<file path="src/rtl/ptuc_pkg.sv">
// Shared types, widths and constants for the perceptron training block.
package ptuc_pkg;

	localparam int WEIGHT_W  = 16;
	localparam int ACC_W     = 19;
	localparam int NUM_W     = 5;
	localparam int IDX_W     = 3;
	localparam int RATE_W    = 12;
	localparam int CORR_W    = 12;

	localparam logic [IDX_W-1:0]  BIAS_IDX   = IDX_W'(NUM_W - 1);
	localparam logic [CORR_W-1:0] CORR_MAX   = {CORR_W{1'b1}};
	localparam logic [RATE_W-1:0] RATE_RESET = RATE_W'(123);

	localparam int DEF_MAX_EPOCHS = 4095;
	localparam int DEF_FRAC_BITS  = 12;

	typedef struct packed {
		logic tame_flag;
		logic prey_size;
		logic body_size;
		logic habitat_wild;
		logic desired_class;
	} item_t;

	typedef struct packed {
		logic              first_class;
		logic [CORR_W-1:0] corrections;
		logic              cap_hit;
		logic              final_class;
	} result_t;

	typedef struct packed {
		logic accumulate;
		logic active;
	} alu_ctrl_t;

endpackage

</file>
<file path="src/rtl/ptuc_alu.sv">
// Shared adder: accumulates the weighted sum or applies a saturating weight step.
module ptuc_alu (
	input  ptuc_pkg::alu_ctrl_t                    ctrl,
	input  logic signed [ptuc_pkg::ACC_W-1:0]      acc,
	input  logic signed [ptuc_pkg::WEIGHT_W-1:0]   weight,
	input  logic signed [ptuc_pkg::ACC_W-1:0]      step,
	output logic signed [ptuc_pkg::ACC_W-1:0]      sum,
	output logic signed [ptuc_pkg::WEIGHT_W-1:0]   sat_weight
);
	import ptuc_pkg::*;

	localparam logic signed [ACC_W-1:0] W_MAX = ACC_W'((1 << (WEIGHT_W - 1)) - 1);
	localparam logic signed [ACC_W-1:0] W_MIN = -ACC_W'(1 << (WEIGHT_W - 1));

	logic signed [ACC_W-1:0] wext;
	logic signed [ACC_W-1:0] op_a;
	logic signed [ACC_W-1:0] op_b;

	// Select operands: accumulate weight into sum, or add step to weight
	always_comb begin
		wext = ACC_W'(weight);
		if (ctrl.accumulate) begin
			op_a = acc;
			op_b = ctrl.active ? wext : '0;
		end else begin
			op_a = wext;
			op_b = ctrl.active ? step : '0;
		end
		sum = op_a + op_b;
	end

	// Clamp to the weight range
	always_comb begin
		if (sum > W_MAX) begin
			sat_weight = W_MAX[WEIGHT_W-1:0];
		end else if (sum < W_MIN) begin
			sat_weight = W_MIN[WEIGHT_W-1:0];
		end else begin
			sat_weight = sum[WEIGHT_W-1:0];
		end
	end

endmodule

</file>
<file path="src/rtl/perceptron_train_until_correct.sv">
// Perceptron that retrains on each item until its prediction matches the target.
// Each item gets a sum pass over the weights; while the prediction is wrong
// and the epoch cap is not reached, an update pass and another sum pass follow.
// A new item waits until the previous one is done, and longer while the previous
// result is still stalled; the single shared adder visits one weight per cycle.
// Reset: weights return to 0.5 (saturated), learning_rate to 123, block idle.
module perceptron_train_until_correct #(
	parameter int MAX_EPOCHS = ptuc_pkg::DEF_MAX_EPOCHS,
	parameter int FRAC_BITS  = ptuc_pkg::DEF_FRAC_BITS
) (
	input  logic                          clk,
	input  logic                          arst_n,
	input  logic                          item_valid,
	output logic                          item_stall,
	input  ptuc_pkg::item_t               item,
	output logic                          result_valid,
	input  logic                          result_stall,
	output ptuc_pkg::result_t             result,
	input  logic                          cfg_valid,
	output logic                          cfg_ready,
	input  logic [ptuc_pkg::RATE_W-1:0]   cfg_data
);
	import ptuc_pkg::*;

	localparam int EPOCH_W = $clog2(MAX_EPOCHS + 1);
	localparam int HALF_I  = (FRAC_BITS - 1 >= WEIGHT_W - 1) ?
	                         ((1 << (WEIGHT_W - 1)) - 1) : (1 << (FRAC_BITS - 1));
	localparam logic signed [WEIGHT_W-1:0] HALF_W = WEIGHT_W'(HALF_I);
	localparam logic [EPOCH_W-1:0] EPOCH_CAP = EPOCH_W'(MAX_EPOCHS);

	localparam logic [1:0] ST_IDLE = 2'd0;
	localparam logic [1:0] ST_SUM  = 2'd1;
	localparam logic [1:0] ST_UPD  = 2'd2;
	localparam logic [1:0] ST_DONE = 2'd3;

	logic [1:0]                  state_q;
	logic [IDX_W-1:0]            idx_q;
	logic [NUM_W-1:0]            feat_q;
	logic                        want_q;
	logic                        first_pass_q;
	logic                        first_q;
	logic                        pred_q;
	logic [EPOCH_W-1:0]          epochs_q;
	logic [CORR_W-1:0]           count_q;
	logic signed [ACC_W-1:0]     acc_q;
	logic signed [WEIGHT_W-1:0]  weight_q [NUM_W];
	logic [RATE_W-1:0]           rate_q;
	logic                        result_valid_q;
	result_t                     result_q;

	alu_ctrl_t                   alu_ctrl;
	logic signed [ACC_W-1:0]     step;
	logic signed [ACC_W-1:0]     alu_sum;
	logic signed [WEIGHT_W-1:0]  alu_sat;
	logic                        pred_now;
	logic                        item_fire;
	logic                        last_idx;

	assign item_stall   = (state_q != ST_IDLE);
	assign item_fire    = item_valid && !item_stall;
	assign cfg_ready    = 1'b1;
	assign result_valid = result_valid_q;
	assign result       = result_q;
	assign last_idx     = (idx_q == BIAS_IDX);

	// Form the signed step and the adder controls
	always_comb begin
		step = want_q ? $signed(ACC_W'(rate_q)) : -$signed(ACC_W'(rate_q));
		alu_ctrl.accumulate = (state_q == ST_SUM);
		alu_ctrl.active     = feat_q[idx_q];
		pred_now            = (alu_sum > 0);
	end

	ptuc_alu u_alu (
		.ctrl       (alu_ctrl),
		.acc        (acc_q),
		.weight     (weight_q[idx_q]),
		.step       (step),
		.sum        (alu_sum),
		.sat_weight (alu_sat)
	);

	// Hold the learning rate register
	always_ff @(posedge clk or negedge arst_n) begin
		if (!arst_n) begin
			rate_q <= RATE_RESET;
		end else if (cfg_valid && cfg_ready) begin
			rate_q <= cfg_data;
		end
	end

	// Sequence sum and update passes over the weights
	always_ff @(posedge clk or negedge arst_n) begin
		if (!arst_n) begin
			state_q        <= ST_IDLE;
			idx_q          <= '0;
			first_pass_q   <= 1'b0;
			epochs_q       <= '0;
			count_q        <= '0;
			result_valid_q <= 1'b0;
			for (int i = 0; i < NUM_W; i++) begin
				weight_q[i] <= HALF_W;
			end
		end else begin
			// Drop valid once the result transaction is taken, unless a new one loads
			if (result_valid_q && !result_stall && state_q != ST_DONE) begin
				result_valid_q <= 1'b0;
			end
			case (state_q)
				ST_IDLE: begin
					if (item_fire) begin
						feat_q       <= {1'b1, item.habitat_wild, item.body_size,
						                 item.prey_size, item.tame_flag};
						want_q       <= item.desired_class;
						acc_q        <= '0;
						idx_q        <= '0;
						epochs_q     <= '0;
						count_q      <= '0;
						first_pass_q <= 1'b1;
						state_q      <= ST_SUM;
					end
				end
				ST_SUM: begin
					acc_q <= alu_sum;
					if (last_idx) begin
						idx_q        <= '0;
						pred_q       <= pred_now;
						first_pass_q <= 1'b0;
						if (first_pass_q) begin
							first_q <= pred_now;
						end
						if (pred_now == want_q || epochs_q == EPOCH_CAP) begin
							state_q <= ST_DONE;
						end else begin
							state_q <= ST_UPD;
						end
					end else begin
						idx_q <= idx_q + 1'b1;
					end
				end
				ST_UPD: begin
					weight_q[idx_q] <= alu_sat;
					if (last_idx) begin
						idx_q    <= '0;
						acc_q    <= '0;
						epochs_q <= epochs_q + 1'b1;
						if (count_q != CORR_MAX) begin
							count_q <= count_q + 1'b1;
						end
						state_q <= ST_SUM;
					end else begin
						idx_q <= idx_q + 1'b1;
					end
				end
				ST_DONE: begin
					if (!result_valid_q || !result_stall) begin
						result_q.first_class <= first_q;
						result_q.corrections <= count_q;
						result_q.cap_hit     <= (pred_q != want_q);
						result_q.final_class <= pred_q;
						result_valid_q       <= 1'b1;
						state_q              <= ST_IDLE;
					end
				end
				default: begin
					state_q <= ST_IDLE;
				end
			endcase
		end
	end

endmodule

</file>
<file path="config.mk">
export PLATFORM = sky130hd
export DESIGN_NAME = perceptron_train_until_correct
export DESIGN_NICKNAME = d
export VERILOG_FILES = /design/src/rtl/ptuc_pkg.sv /design/src/rtl/ptuc_alu.sv /design/src/rtl/perceptron_train_until_correct.sv
export SDC_FILE = /design/constraint.sdc
export NUM_CORES = 1
export LEC_CHECK = 0
export BUFFER_PORTS_ARGS = -buffer_cell sky130_fd_sc_hd__buf_2
export CORE_MARGIN = 2
export CORE_UTILIZATION = 30
export DETAILED_ROUTE_END_ITERATION = 10
export GPL_TIMING_DRIVEN = 0
export HOLD_SLACK_MARGIN = 0.02
export SYNTH_ARGS = -nofsm -noshare
export SYNTH_HDL_FRONTEND = slang
export SYNTH_SLANG_ARGS = --single-unit
</file>
<file path="constraint.sdc">
create_clock -name clk -period 10.8 [get_ports clk]
set_input_delay 0 -clock clk [delete_from_list [all_inputs] [get_ports clk]]
set_output_delay 0 -clock clk [all_outputs]
set_load 0.02 [all_outputs]
</file>
==> flow_summary.yaml <==
global_route:
  grt_pass1_wl_um: 39200
  grt_use_total: 0.160
  antenna_found_initial: 0
  grt_start_max_net_pins: 88
  grt_pass1_vias: 7216
  grt-ovfl-total: 0
yosys:
  synth_edf_count: 41
  ys_warn_count: 0
  ys_seq_area_frac: 0.475
  async_flop_share: 0.750
  syn-num-nets: 1008
  postSynthCellCount: 958
  ys_seq_elements: 164
  synth_top_area_frac: 0.308
  synthTopCellsByArea: "dfrtp_1 (31%), edfxtp_1 (14%), o21ai_0 (5.7%), nand2_1 (5.3%), nor2_1 (4.5%)"
  synthesis.area_um2: 9090
  synth_flop_cell: "dfrtp_1"
  synth_area_leader_cell: "dfrtp_1"
  syn_area_per_cell_um2: 9.49
  yosysUniqueCellTypes: 73
critical_path:
  critPathLaunch: "idx_q[0]$_DFFE_PN0P_"
  cp-start-kind: "flip-flop"
  worstPathCellList: "buf_2, buf_1, clkbuf_1, clkbuf_1, inv_1, ha_1, and2_1, a221oi_2, buf_2, buf_1, nor2_1, ha_1, buf_2, nand2_1, or3b_4, o2111ai_4, a31oi_4, a31oi_4, xnor2_2, buf_2, a21oi_1, nor2_1, o21ai_0"
  crit_fanout: 10
  cp_top_family: "buffers and inverters"
  path_buf_inv: 9
  slowest_delay_ns: 0.70
  path_class: "reg2reg"
  r2r-start: "idx_q[0]$_DFFE_PN0P_"
  slowest_stage: "buf_1"
  cp_common_cell: "buf_2"
  end_kind: "flip-flop"
  crit_arrival_ns: 7.43
  required_ns: 11.09
drt:
  drc: 0
  ant_nets: 0
  vias: 7433
  drt-vias-per-instance: 5.15
  first_pass_iters: 5
  drt_wl_total_um: 24200
  drt-initial-drc-count: 578
  wl_per_cell_um: 16.7
final_layout:
  design_area_um2: 10600
  area_growth_pct: 16.9
  n_antenna_cell: 0
  fin_nets: 1090
  layout_commonest_cell: "nand2_1"
  layout-drive-gt1-share: 0.130
  layout_common_cells: "nand2_1 (129), dfrtp_1 (112), nor2_1 (110)"
clock_tree:
  clkSinkCount: 164
  clk_pin_slew_ns: 0.07
  clockBufferDepth: 2
  cts_resized: 0
  cts_buffers: 17
  root_buffer: "clkbuf_16"
  hold_buffers: 24
  tritoncts: "yes"
  cts_setup_buffers: 0
  htreeDepth: 4
  clk_latency_ns: 0.43
placement:
  place_area_um2: 9810
  gp_congestion: 0.853
  post-place-ws_ns: 3.67
  dp_hpwl_um: 17500
  io_buffers: 38
sta:
  rsz0062_at_grt: "no"
  period_share: 0.661
  final-hold-violation-count: 0
  fin_worst_skew_ns: 0.0103
  maxSlewHeadroom: 0.329
  tns_ns: 0
  fmax_mhz: 140
  setup_viol: 0
  maxSlewViolCount: 0
  setup_slack_ns: 3.66
  tightest_slew_ns: 1.01
  finalCriticalPeriod_ns: 7.14
floorplanning:
  dieArea_um2: 31700
  die_width_um: 178
  core_area_um2: 29700
  io-pin-count: 40
  fp.dieH_um: 178
  start_util: 0.306
  rows: 63
run_status:
  status: "finished clean"
worst_hold_path:
  min_path_type: "in2async"
job:
  maxCapViolations: 0
final cells by class:
type / instances / area, um2
multi-input cells: 723 / 4500
clock inverters: 14 / 153
well taps: 390 / 488
inverters: 25 / 93.8
repair buffers: 63 / 464
flip-flops and latches: 164 / 4320
plain buffers: 46 / 185
fillers: 2972 / 19100
clock buffers: 18 / 429
sequential cells by signal, summed over array words and instances, names as in the netlist, 2 cells and up:
register / count
count_q: 12
acc_q: 19
epochs_q: 12
weight_q: 80
idx_q: 3
state_q: 2
rate_q: 12
result: 15
feat_q: 4
Yosys cell counts, drive strengths merged (2+ instances only):
cell,n
dfrtp,112
xor2,20
mux4,4
o22a,3
o211ai,3
and3,13
ha,27
a21o,11
nor2b,10
nor4,6
o211a,2
o2111ai,2
nand2,129
a311oi,3
o21ai,116
a41oi,2
nand2b,7
nand4,10
o21ba,2
or3,13
buf,12
or2,3
a211oi,9
o21a,3
o2bb2ai,3
xnor2,16
nor3,10
nor2,110
a31oi,18
dfstp,11
mux2,24
a211o,4
edfxtp,41
mux2i,27
a21oi,58
clkbuf,34
inv,24
nand3,12
nor3b,2
or4,2
and2,10
o22ai,13
logic make-up after synthesis:
kind of cell    share of synthesized area
buf+inv                            0.0307
simple gates                        0.168
compound gates                      0.179
xor+xnor                           0.0371
mux                                0.0693
fa+ha+maj                          0.0394
other cells                      0.000412
flops                               0.475
stage by stage:
| stage | instances | hold slack [ns] | util |
|---|---|---|---|
| 2_1_floorplan | 958 | -0.296 | - |
| 3_3_place_gp | 1386 | 0.212 | 0.329 |
| 3_5_place_dp | 1387 | -0.0638 | 0.330 |
| 4_1_cts | 1443 | 0.0449 | 0.358 |
| 5_1_grt | 1443 | 0.0694 | 0.358 |
| 6_report | 1443 | 0.0283 | 0.358 |
per-layer routing:
layer  global-route usage  part of all wire  up-vias
met1                0.217              0.46     3632
met4               0.0266            0.0095        0
met2                0.262              0.47      198
met5                    0                 0        -
li1                     -                 -     3584
met3               0.0382             0.062       19
path summary, 6_finish.rpt:
check                                            to  slack (ns)  cells past startpoint
max reg2reg                weight_q[21]$_DFFE_PN0P_        3.66                     23
min                           rate_q[9]$_DFFE_PN0P_        0.03                      2
min in group clk              rate_q[0]$_DFFE_PN1P_        0.11                      4
max                        weight_q[21]$_DFFE_PN0P_        3.66                     23
min reg2reg                    result[14]$_DFFE_PP_        0.44                      0
max in group asynchronous  first_pass_q$_DFFE_PN0P_        9.99                      3
worst reg2reg max path, cell delays in order, from the launching register on:
cell       delay, ns
dfrtp_1         0.35
buf_2           0.18
buf_1           0.71
clkbuf_1        0.67
clkbuf_1        0.50
inv_1           0.10
ha_1            0.25
and2_1          0.22
a221oi_2        0.36
buf_2           0.32
buf_1           0.46
nor2_1          0.13
ha_1            0.30
buf_2           0.16
nand2_1         0.08
or3b_4          0.40
o2111ai_4       0.26
a31oi_4         0.16
a31oi_4         0.28
xnor2_2         0.24
buf_2           0.31
a21oi_1         0.06
nor2_1          0.34
o21ai_0         0.17
Power is left out: the tool's default activity adds up to more than one toggle a clock period on the data nets, which glitch-free logic cannot reach.
